## src/hdl/pvm_pkg.sv

```systemverilog
package pvm_pkg;

    localparam int unsigned SAMPLE_W  = 8;
    localparam int unsigned LEN_W     = 16;
    localparam int unsigned POS_W     = 17;
    localparam int unsigned SLOT_W    = 2;
    localparam int unsigned LANES     = 4;
    localparam int unsigned CFG_IDX_W = 2;
    localparam int unsigned IN_DATA_W  = 56;
    localparam int unsigned OUT_DATA_W = 40;

    localparam logic [SAMPLE_W-1:0] SILENCE = 8'h80;

    localparam logic [LEN_W-1:0] PERIOD_LEN_RESET = 16'd512;
    localparam logic [LEN_W-1:0] BUFFER_END_RESET = 16'd1024;

    localparam logic [CFG_IDX_W-1:0] REG_PERIOD_LEN = 2'd0;
    localparam logic [CFG_IDX_W-1:0] REG_BUFFER_END = 2'd1;

    typedef enum logic [1:0] {
        KIND_START = 2'd0,
        KIND_TICK  = 2'd1,
        KIND_MIX   = 2'd2
    } kind_t;

    typedef enum logic [1:0] {
        RATE_NONE = 2'd0,
        RATE_SLOW = 2'd1,
        RATE_FAST = 2'd2
    } rate_t;

    typedef struct packed {
        logic             tick;
        logic             fast_mode;
        logic             rate_22;
        logic [LEN_W-1:0] sound_length;
        logic [LEN_W-1:0] period_len;
    } lane_ctrl_t;

    typedef struct packed {
        logic active;
        logic fast;
    } lane_stat_t;

endpackage

```

## src/hdl/pvm_voice_lane.sv

```systemverilog
module pvm_voice_lane (
    input  logic               clk,
    input  logic               rst_n,
    input  pvm_pkg::lane_ctrl_t ctrl,
    input  logic               start,
    output logic               active_next,
    output pvm_pkg::lane_stat_t stat
);
    import pvm_pkg::*;

    logic             active_reg;
    logic             fast_reg;
    logic [LEN_W-1:0] len_reg;
    logic [POS_W-1:0] pos_reg;

    logic             fast_next;
    logic [LEN_W-1:0] len_next;
    logic [POS_W-1:0] pos_next;
    logic [LEN_W-1:0] step;
    logic [POS_W-1:0] pos_sum;

    always_comb
    begin
        step = ctrl.period_len;
        if (ctrl.fast_mode && !fast_reg)
        begin
            step = ctrl.period_len >> 1;
        end
        pos_sum = pos_reg + {1'b0, step};

        active_next = active_reg;
        fast_next   = fast_reg;
        len_next    = len_reg;
        pos_next    = pos_reg;
        if (start)
        begin
            active_next = 1'b1;
            fast_next   = ctrl.rate_22;
            len_next    = ctrl.sound_length;
            pos_next    = '0;
        end
        else if (ctrl.tick && active_reg)
        begin
            pos_next = pos_sum;
            if (pos_sum >= {1'b0, len_reg})
            begin
                active_next = 1'b0;
            end
        end
    end

    always_ff @(posedge clk or negedge rst_n)
    begin
        if (!rst_n)
        begin
            active_reg <= 1'b0;
            fast_reg   <= 1'b0;
            len_reg    <= '0;
            pos_reg    <= '0;
        end
        else
        begin
            active_reg <= active_next;
            fast_reg   <= fast_next;
            len_reg    <= len_next;
            pos_reg    <= pos_next;
        end
    end

    assign stat.active = active_reg;
    assign stat.fast   = fast_reg;

endmodule

```

## src/hdl/pvm_mix_merge.sv

```systemverilog
module pvm_mix_merge #(
    parameter int unsigned VOICES = 4
) (
    input  logic [VOICES-1:0]                        active,
    input  logic [VOICES-1:0][pvm_pkg::SAMPLE_W-1:0] bytes,
    output logic [pvm_pkg::SAMPLE_W-1:0]             mixed
);
    import pvm_pkg::*;

    logic                first;
    logic [SAMPLE_W:0]   sum;

    always_comb
    begin
        first = 1'b1;
        mixed = SILENCE;
        sum   = '0;
        for (int v = 0; v < VOICES; v++)
        begin
            sum = {1'b0, mixed} + {1'b0, bytes[v]};
            if (active[v])
            begin
                if (first)
                begin
                    mixed = bytes[v];
                    first = 1'b0;
                end
                else
                begin
                    mixed = sum[SAMPLE_W:1];
                end
            end
        end
    end

endmodule

```

## src/hdl/pcm_voice_mixer_core.sv

```systemverilog
// Channel   Direction  Handshake            Payload
// s_*       in         s_tvalid / s_tready  tuser kind, tdata start and mix fields
// m_*       out        m_tvalid / m_tready  tdata one result per request
// cfg_*     in         cfg_valid / cfg_ready register index and value
//
// Every request gives one result, registered and presented in the cycle after it is accepted;
// one request per cycle is sustained while m_tready stays high, set by the single output register.
// The input is ready whenever the output register is empty or is being drained.
// Reset clears all voices, the rate mode, pending switches and the buffer offset.
// Configuration is always ready and takes effect on the next request.
module pcm_voice_mixer_core #(
    parameter int unsigned VOICES = 4
) (
    input  logic                                clk,
    input  logic                                rst_n,
    input  logic                                s_tvalid,
    output logic                                s_tready,
    // rate_22, sound_length, sample_v0, sample_v1, sample_v2, sample_v3
    input  logic [pvm_pkg::IN_DATA_W-1:0]       s_tdata,
    // kind
    input  logic [1:0]                          s_tuser,
    output logic                                m_tvalid,
    input  logic                                m_tready,
    // mixed_sample, slot_index, slot_found, rate_change, mode_is_22,
    // write_offset, playing_mask
    output logic [pvm_pkg::OUT_DATA_W-1:0]      m_tdata,
    input  logic                                cfg_valid,
    output logic                                cfg_ready,
    input  logic [pvm_pkg::CFG_IDX_W-1:0]       cfg_index,
    input  logic [pvm_pkg::LEN_W-1:0]           cfg_data
);
    import pvm_pkg::*;

    logic [LEN_W-1:0] period_len_reg;
    logic [LEN_W-1:0] buffer_end_reg;
    logic             fast_mode_reg;
    logic             fast_mode_next;
    logic             want_fast_reg;
    logic             want_fast_next;
    logic             want_slow_reg;
    logic             want_slow_next;
    logic [LEN_W-1:0] buf_offset_reg;
    logic [LEN_W-1:0] buf_offset_next;
    logic                  m_tvalid_reg;
    logic [OUT_DATA_W-1:0] m_tdata_reg;
    logic [OUT_DATA_W-1:0] m_tdata_next;

    logic        accept;
    kind_t       kind;
    logic        rate_22;
    logic [LEN_W-1:0] sound_length;
    logic [LEN_W:0]   offset_sum;
    rate_t       rate_change;
    logic        any_fast;

    lane_ctrl_t                     lane_ctrl;
    lane_stat_t [VOICES-1:0]        lane_stat;
    logic [VOICES-1:0]              lane_active;
    logic [VOICES-1:0]              lane_active_next;
    logic [VOICES-1:0]              lane_start;
    logic [VOICES-1:0][SAMPLE_W-1:0] lane_bytes;
    logic [SAMPLE_W-1:0]            mixed;
    logic [SAMPLE_W-1:0]            mixed_out;
    logic [SLOT_W-1:0]              slot_index;
    logic                           slot_found;
    logic [LANES-1:0]               playing_mask;

    assign cfg_ready = 1'b1;
    assign s_tready  = !m_tvalid_reg || m_tready;
    assign accept    = s_tvalid && s_tready;
    assign m_tvalid  = m_tvalid_reg;
    assign m_tdata   = m_tdata_reg;

    assign kind         = kind_t'(s_tuser);
    assign rate_22      = s_tdata[0];
    assign sound_length = s_tdata[LEN_W:1];

    always_comb
    begin
        for (int v = 0; v < VOICES; v++)
        begin
            lane_active[v] = lane_stat[v].active;
            if (v < LANES)
            begin
                lane_bytes[v] = s_tdata[LEN_W + 1 + v * SAMPLE_W +: SAMPLE_W];
            end
            else
            begin
                lane_bytes[v] = SILENCE;
            end
        end
    end

    // First free slot
    always_comb
    begin
        slot_found = 1'b0;
        slot_index = '0;
        lane_start = '0;
        for (int v = 0; v < VOICES; v++)
        begin
            if (!lane_active[v] && !slot_found)
            begin
                slot_found    = 1'b1;
                slot_index    = SLOT_W'(v);
                lane_start[v] = accept && (kind == KIND_START);
            end
        end
    end

    always_comb
    begin
        any_fast = 1'b0;
        for (int v = 0; v < VOICES; v++)
        begin
            any_fast = any_fast || (lane_stat[v].active && lane_stat[v].fast);
        end
    end

    always_comb
    begin
        fast_mode_next  = fast_mode_reg;
        want_fast_next  = want_fast_reg;
        want_slow_next  = want_slow_reg;
        buf_offset_next = buf_offset_reg;
        rate_change     = RATE_NONE;
        offset_sum      = {1'b0, buf_offset_reg} + {1'b0, period_len_reg};

        if (kind == KIND_TICK)
        begin
            if (want_fast_reg)
            begin
                want_fast_next = 1'b0;
                want_slow_next = 1'b0;
                fast_mode_next = 1'b1;
                rate_change    = RATE_FAST;
            end
            else if (want_slow_reg)
            begin
                want_slow_next = 1'b0;
                fast_mode_next = 1'b0;
                rate_change    = RATE_SLOW;
            end
            if (offset_sum >= {1'b0, buffer_end_reg})
            begin
                buf_offset_next = '0;
            end
            else
            begin
                buf_offset_next = offset_sum[LEN_W-1:0];
            end
            if (fast_mode_next && !any_fast)
            begin
                want_slow_next = 1'b1;
            end
        end
        else if (kind == KIND_START)
        begin
            if (slot_found && rate_22 && !fast_mode_reg)
            begin
                want_fast_next = 1'b1;
            end
        end
    end

    assign lane_ctrl.tick         = accept && (kind == KIND_TICK);
    assign lane_ctrl.fast_mode    = fast_mode_next;
    assign lane_ctrl.rate_22      = rate_22;
    assign lane_ctrl.sound_length = sound_length;
    assign lane_ctrl.period_len   = period_len_reg;

    for (genvar g = 0; g < VOICES; g++)
    begin : g_lane
        pvm_voice_lane u_lane (
            .clk         (clk),
            .rst_n       (rst_n),
            .ctrl        (lane_ctrl),
            .start       (lane_start[g]),
            .active_next (lane_active_next[g]),
            .stat        (lane_stat[g])
        );
    end

    pvm_mix_merge #(
        .VOICES (VOICES)
    ) u_merge (
        .active (lane_active),
        .bytes  (lane_bytes),
        .mixed  (mixed)
    );

    always_comb
    begin
        playing_mask = '0;
        for (int v = 0; v < LANES; v++)
        begin
            if (v < VOICES)
            begin
                playing_mask[v] = lane_active_next[v];
            end
        end
        mixed_out = (kind == KIND_MIX) ? mixed : SILENCE;
        m_tdata_next = {
            {(OUT_DATA_W - 34){1'b0}},
            playing_mask,
            buf_offset_next,
            fast_mode_next,
            rate_change,
            (kind == KIND_START) ? slot_found : 1'b0,
            (kind == KIND_START && slot_found) ? slot_index : {SLOT_W{1'b0}},
            mixed_out
        };
    end

    always_ff @(posedge clk or negedge rst_n)
    begin
        if (!rst_n)
        begin
            period_len_reg <= PERIOD_LEN_RESET;
            buffer_end_reg <= BUFFER_END_RESET;
        end
        else if (cfg_valid)
        begin
            if (cfg_index == REG_PERIOD_LEN)
            begin
                period_len_reg <= cfg_data;
            end
            else if (cfg_index == REG_BUFFER_END)
            begin
                buffer_end_reg <= cfg_data;
            end
        end
    end

    always_ff @(posedge clk or negedge rst_n)
    begin
        if (!rst_n)
        begin
            fast_mode_reg  <= 1'b0;
            want_fast_reg  <= 1'b0;
            want_slow_reg  <= 1'b0;
            buf_offset_reg <= '0;
            m_tvalid_reg   <= 1'b0;
        end
        else
        begin
            if (accept)
            begin
                fast_mode_reg  <= fast_mode_next;
                want_fast_reg  <= want_fast_next;
                want_slow_reg  <= want_slow_next;
                buf_offset_reg <= buf_offset_next;
                m_tvalid_reg   <= 1'b1;
            end
            else if (m_tready)
            begin
                m_tvalid_reg <= 1'b0;
            end
        end
    end

    always_ff @(posedge clk)
    begin
        if (accept)
        begin
            m_tdata_reg <= m_tdata_next;
        end
    end

endmodule
```

## config.mk

```make
export PLATFORM = sky130hd
export DESIGN_NAME = pcm_voice_mixer_core
export DESIGN_NICKNAME = d
export VERILOG_FILES = /design/src/hdl/pvm_pkg.sv /design/src/hdl/pvm_voice_lane.sv /design/src/hdl/pvm_mix_merge.sv /design/src/hdl/pcm_voice_mixer_core.sv
export SDC_FILE = /design/constraint.sdc
export NUM_CORES = 1
export LEC_CHECK = 0
export BUFFER_PORTS_ARGS = -buffer_cell sky130_fd_sc_hd__clkbuf_2
export CORE_ASPECT_RATIO = 0.75
export CORE_UTILIZATION = 50
export DETAILED_ROUTE_END_ITERATION = 6
export GPL_TIMING_DRIVEN = 0
export PLACE_DENSITY = 0.64
export REMOVE_ABC_BUFFERS = 1
export SYNTH_ARGS = -nofsm -noshare
export SYNTH_HDL_FRONTEND = slang
export SYNTH_SLANG_ARGS = --single-unit
```

## constraint.sdc

```tcl
create_clock -name clk -period 10.7 [get_ports clk]
set_clock_uncertainty 0.1 [all_clocks]
set_input_delay 1.07 -clock clk [delete_from_list [all_inputs] [get_ports clk]]
set_output_delay 1.07 -clock clk [all_outputs]
set_load 0.01 [all_outputs]
```

==> key figures <==
Power and ir drop
  • Max VDD drop: 0.211 mV
  • Power Total: 6440 uW
  • Leakage Power: 0.00876 uW
  • Pwr dens: 349 mW/mm^2

Detailed routing
  • Via density: 5.81
  • DR pass1 iterations: 5
  • DRT iter0 DRCs: 980
  • Final WL: 43300 um
  • Via count: 13500
  • Drt wl/cell: 18.6 um
  • Residual DRC: 0
  • Antenna-violating nets left: 0

Worst setup path
  • Worst R2R Start: want_fast_reg
  • Critical path depth: 25
  • Worst setup SP type: input pin
  • Slowest-stage cell, CP: nor2_2
  • Critical Path RT: 10970 ps
  • Delay-heaviest family, CP: simple AND/OR/NAND/NOR gates
  • WS Path Type: in2reg
  • Arr. time, crit path: 7580 ps
  • Buf/Inv on CP: 2
  • CP most frequent cell: a21oi_1
  • Endpoint class of the critical path: flip-flop
  • Crit-path max FO: 19
  • CP max stage delay: 780 ps
  • Setup crit start: s_tuser[0]
  • Reg2Reg Depth: 24

Cells and area
  • P&R area growth vs syn: 11.7%
  • FILL cells: 2847
  • Fin cells: 2323
  • Area of the multi-input gates: 0.00995 mm^2
  • Max reg flops: 68
  • Nets: 2136
  • N_diodes: 0
  • Share of layout cells above drive strength 1: 0.164
  • Design Area, Final: 0.0184 mm^2
  • Reg area: 0.00583 mm^2

Placed design
  • Port bufs: 109
  • Placed Cells: 2274
  • Post-DP Area: 0.0175 mm^2
  • Post-DP HPWL: 31600 um
  • Placer congestion estimate: 0.914

Die
  • Core area: 0.0324 mm^2
  • Chip height: 159 um
  • Die Width: 212 um
  • Row cnt: 57
  • Die area: 0.0337 mm^2
  • I/O Pins: 124
  • Effective utilization at floorplan: 0.508

STA
  • Hold slack: 402 ps
  • Final slew viol count: 0
  • Worst slew pin tran: 1350 ps
  • Hold Fails Final Rpt: 0
  • Slew Limit Headroom: 0.0972
  • Min Tclk post-route: 7310 ps
  • Final setup vio count: 0
  • Final critical-path share of the clock period: 0.683
  • Top achievable clock speed: 0.137 GHz
  • Unrepaired setup endpoints after global routing: no
  • Setup_tns: 0 ps

Clocking
  • Clock transition at the registers of the reported paths: 70 ps
  • CTS buffer count: 26
  • CTS Hold Buffers Added: 0
  • Clock Tree Buf Depth: 3
  • CTS tree: done
  • Htree depth: 1
  • Worst-Skew Late Latency: 550 ps
  • Post-CTS setup buffer count: 0
  • CTS sink count: 226
  • Root buf cell: clkbuf_16
  • Resize count post-CTS: 0

Yosys
  • Synth cell count leaders: nand2_1 (200), dfrtp_1 (190), ha_1 (186)
  • Main synth FF type: dfrtp_1
  • Sequential-to-total area share from yosys stat: 0.353
  • Syn Std Cell Area: 0.0165 mm^2
  • Cell with the most instances after synthesis: nand2_1
  • Largest cells by area after synthesis: dfrtp_1 (29%), ha_1 (14%), mux2_2 (8.0%)
  • Synth Register Bits: 226
  • Cell count after synthesis: 1771
  • Cell taking the most area after synthesis: dfrtp_1
  • Synth top area share: 0.288
  • Ys async rst share: 0.850
  • Distinct cells, synth: 80
  • Syn avg cell area: 9.32 um^2
  • YS warnings: 0
  • Post-synth EDFFs: 34

GRT
  • Total grt overflow: 0
  • Global-route wire length before repair: 69100 um
  • Vias in the first global route: 12600
  • Pin count of the biggest net entering global routing: 108
  • Initial antenna violation count: 0
  • Total GRT Usage: 0.258

Outcome
  • Status: complete, no violations

Run
  • Max_cap viols: 0

Min path
  • Hold Path Class: reg2reg
  • Hold Path Origin: want_slow_reg
  • Hold Path Depth: 2
## tightest hold or removal path: stages, from the launching register on
cell	delay (ps)
dfrtp_1	360
nand2_1	50
o21ai_0	60
## where the power goes
part | switching, uW | leakage, uW | internal (uW)
registers | 254 | 0.00266 | 1210
logic | 2250 | 0.00567 | 1770
clock network | 380 | 0.000442 | 573
total | 2880 | 0.00876 | 3560
## per-stage QoR
| step | util | worst slack (ps) |
|---|---|---|
| finish | 0.568 | 3390 |
| global route | 0.568 | 2920 |
| CTS | 0.567 | 2990 |
| detailed placement | 0.539 | 2520 |
| global placement | 0.534 | 2650 |
| floorplan | - | 4520 |
## layout make-up
type                       count  share of cell area
inverter                     127              0.0259
clock buffer                  34              0.0392
multi-input combinational   1359               0.540
timing repair buffer         121              0.0382
clock inverter                14             0.00992
tap                          442              0.0300
sequential                   226               0.316
## cells by family (layout without fill, tap and decap cells)
family,Yosys count,after routing,synth area share
other cells,2,7,0.000455
xor+xnor,78,78,0.0414
buf+inv,191,296,0.0466
compound gates,501,501,0.195
flops,226,226,0.353
fa+ha+maj,194,194,0.151
simple gates,454,454,0.127
mux,125,125,0.0847
## cell usage in the layout, fill, tap and decap left out, types with 12 or more instances in the layout
| cell type | instances |
|---|---|
| nand4_1 | 12 |
| nand3_1 | 40 |
| a211oi_1 | 15 |
| xor2_1 | 33 |
| nand2b_1 | 30 |
| xnor2_1 | 45 |
| o21a_1 | 16 |
| clkbuf_2 | 108 |
| nor2_1 | 79 |
| a22o_1 | 41 |
| nand2_1 | 200 |
| a21o_1 | 52 |
| inv_1 | 125 |
| ha_1 | 186 |
| clkbuf_16 | 27 |
| edfxtp_1 | 34 |
| nor2b_1 | 22 |
| mux2_2 | 117 |
| dfrtp_1 | 189 |
| a21oi_1 | 101 |
| o21ai_0 | 168 |
## final timing paths
path,to,slack [ps]
setup / recovery,m_tdata[33],3390
hold / removal,want_slow_reg,400
setup reg to reg,m_tdata[33],4510
hold reg to reg,want_slow_reg,400
max in group asynchronous,g_lane[1].u_lane.pos_reg[2],9020
min in group asynchronous,buffer_end_reg[9],440
## layer usage
metal,GRT usage,vias to the layer above,share of wire
met5,0,-,0
met4,0.0659,0,0.025
met3,0.0312,58,0.051
met2,0.371,372,0.42
met1,0.406,6514,0.51
li1,-,6546,-
Power figures use the tool's default switching activity.
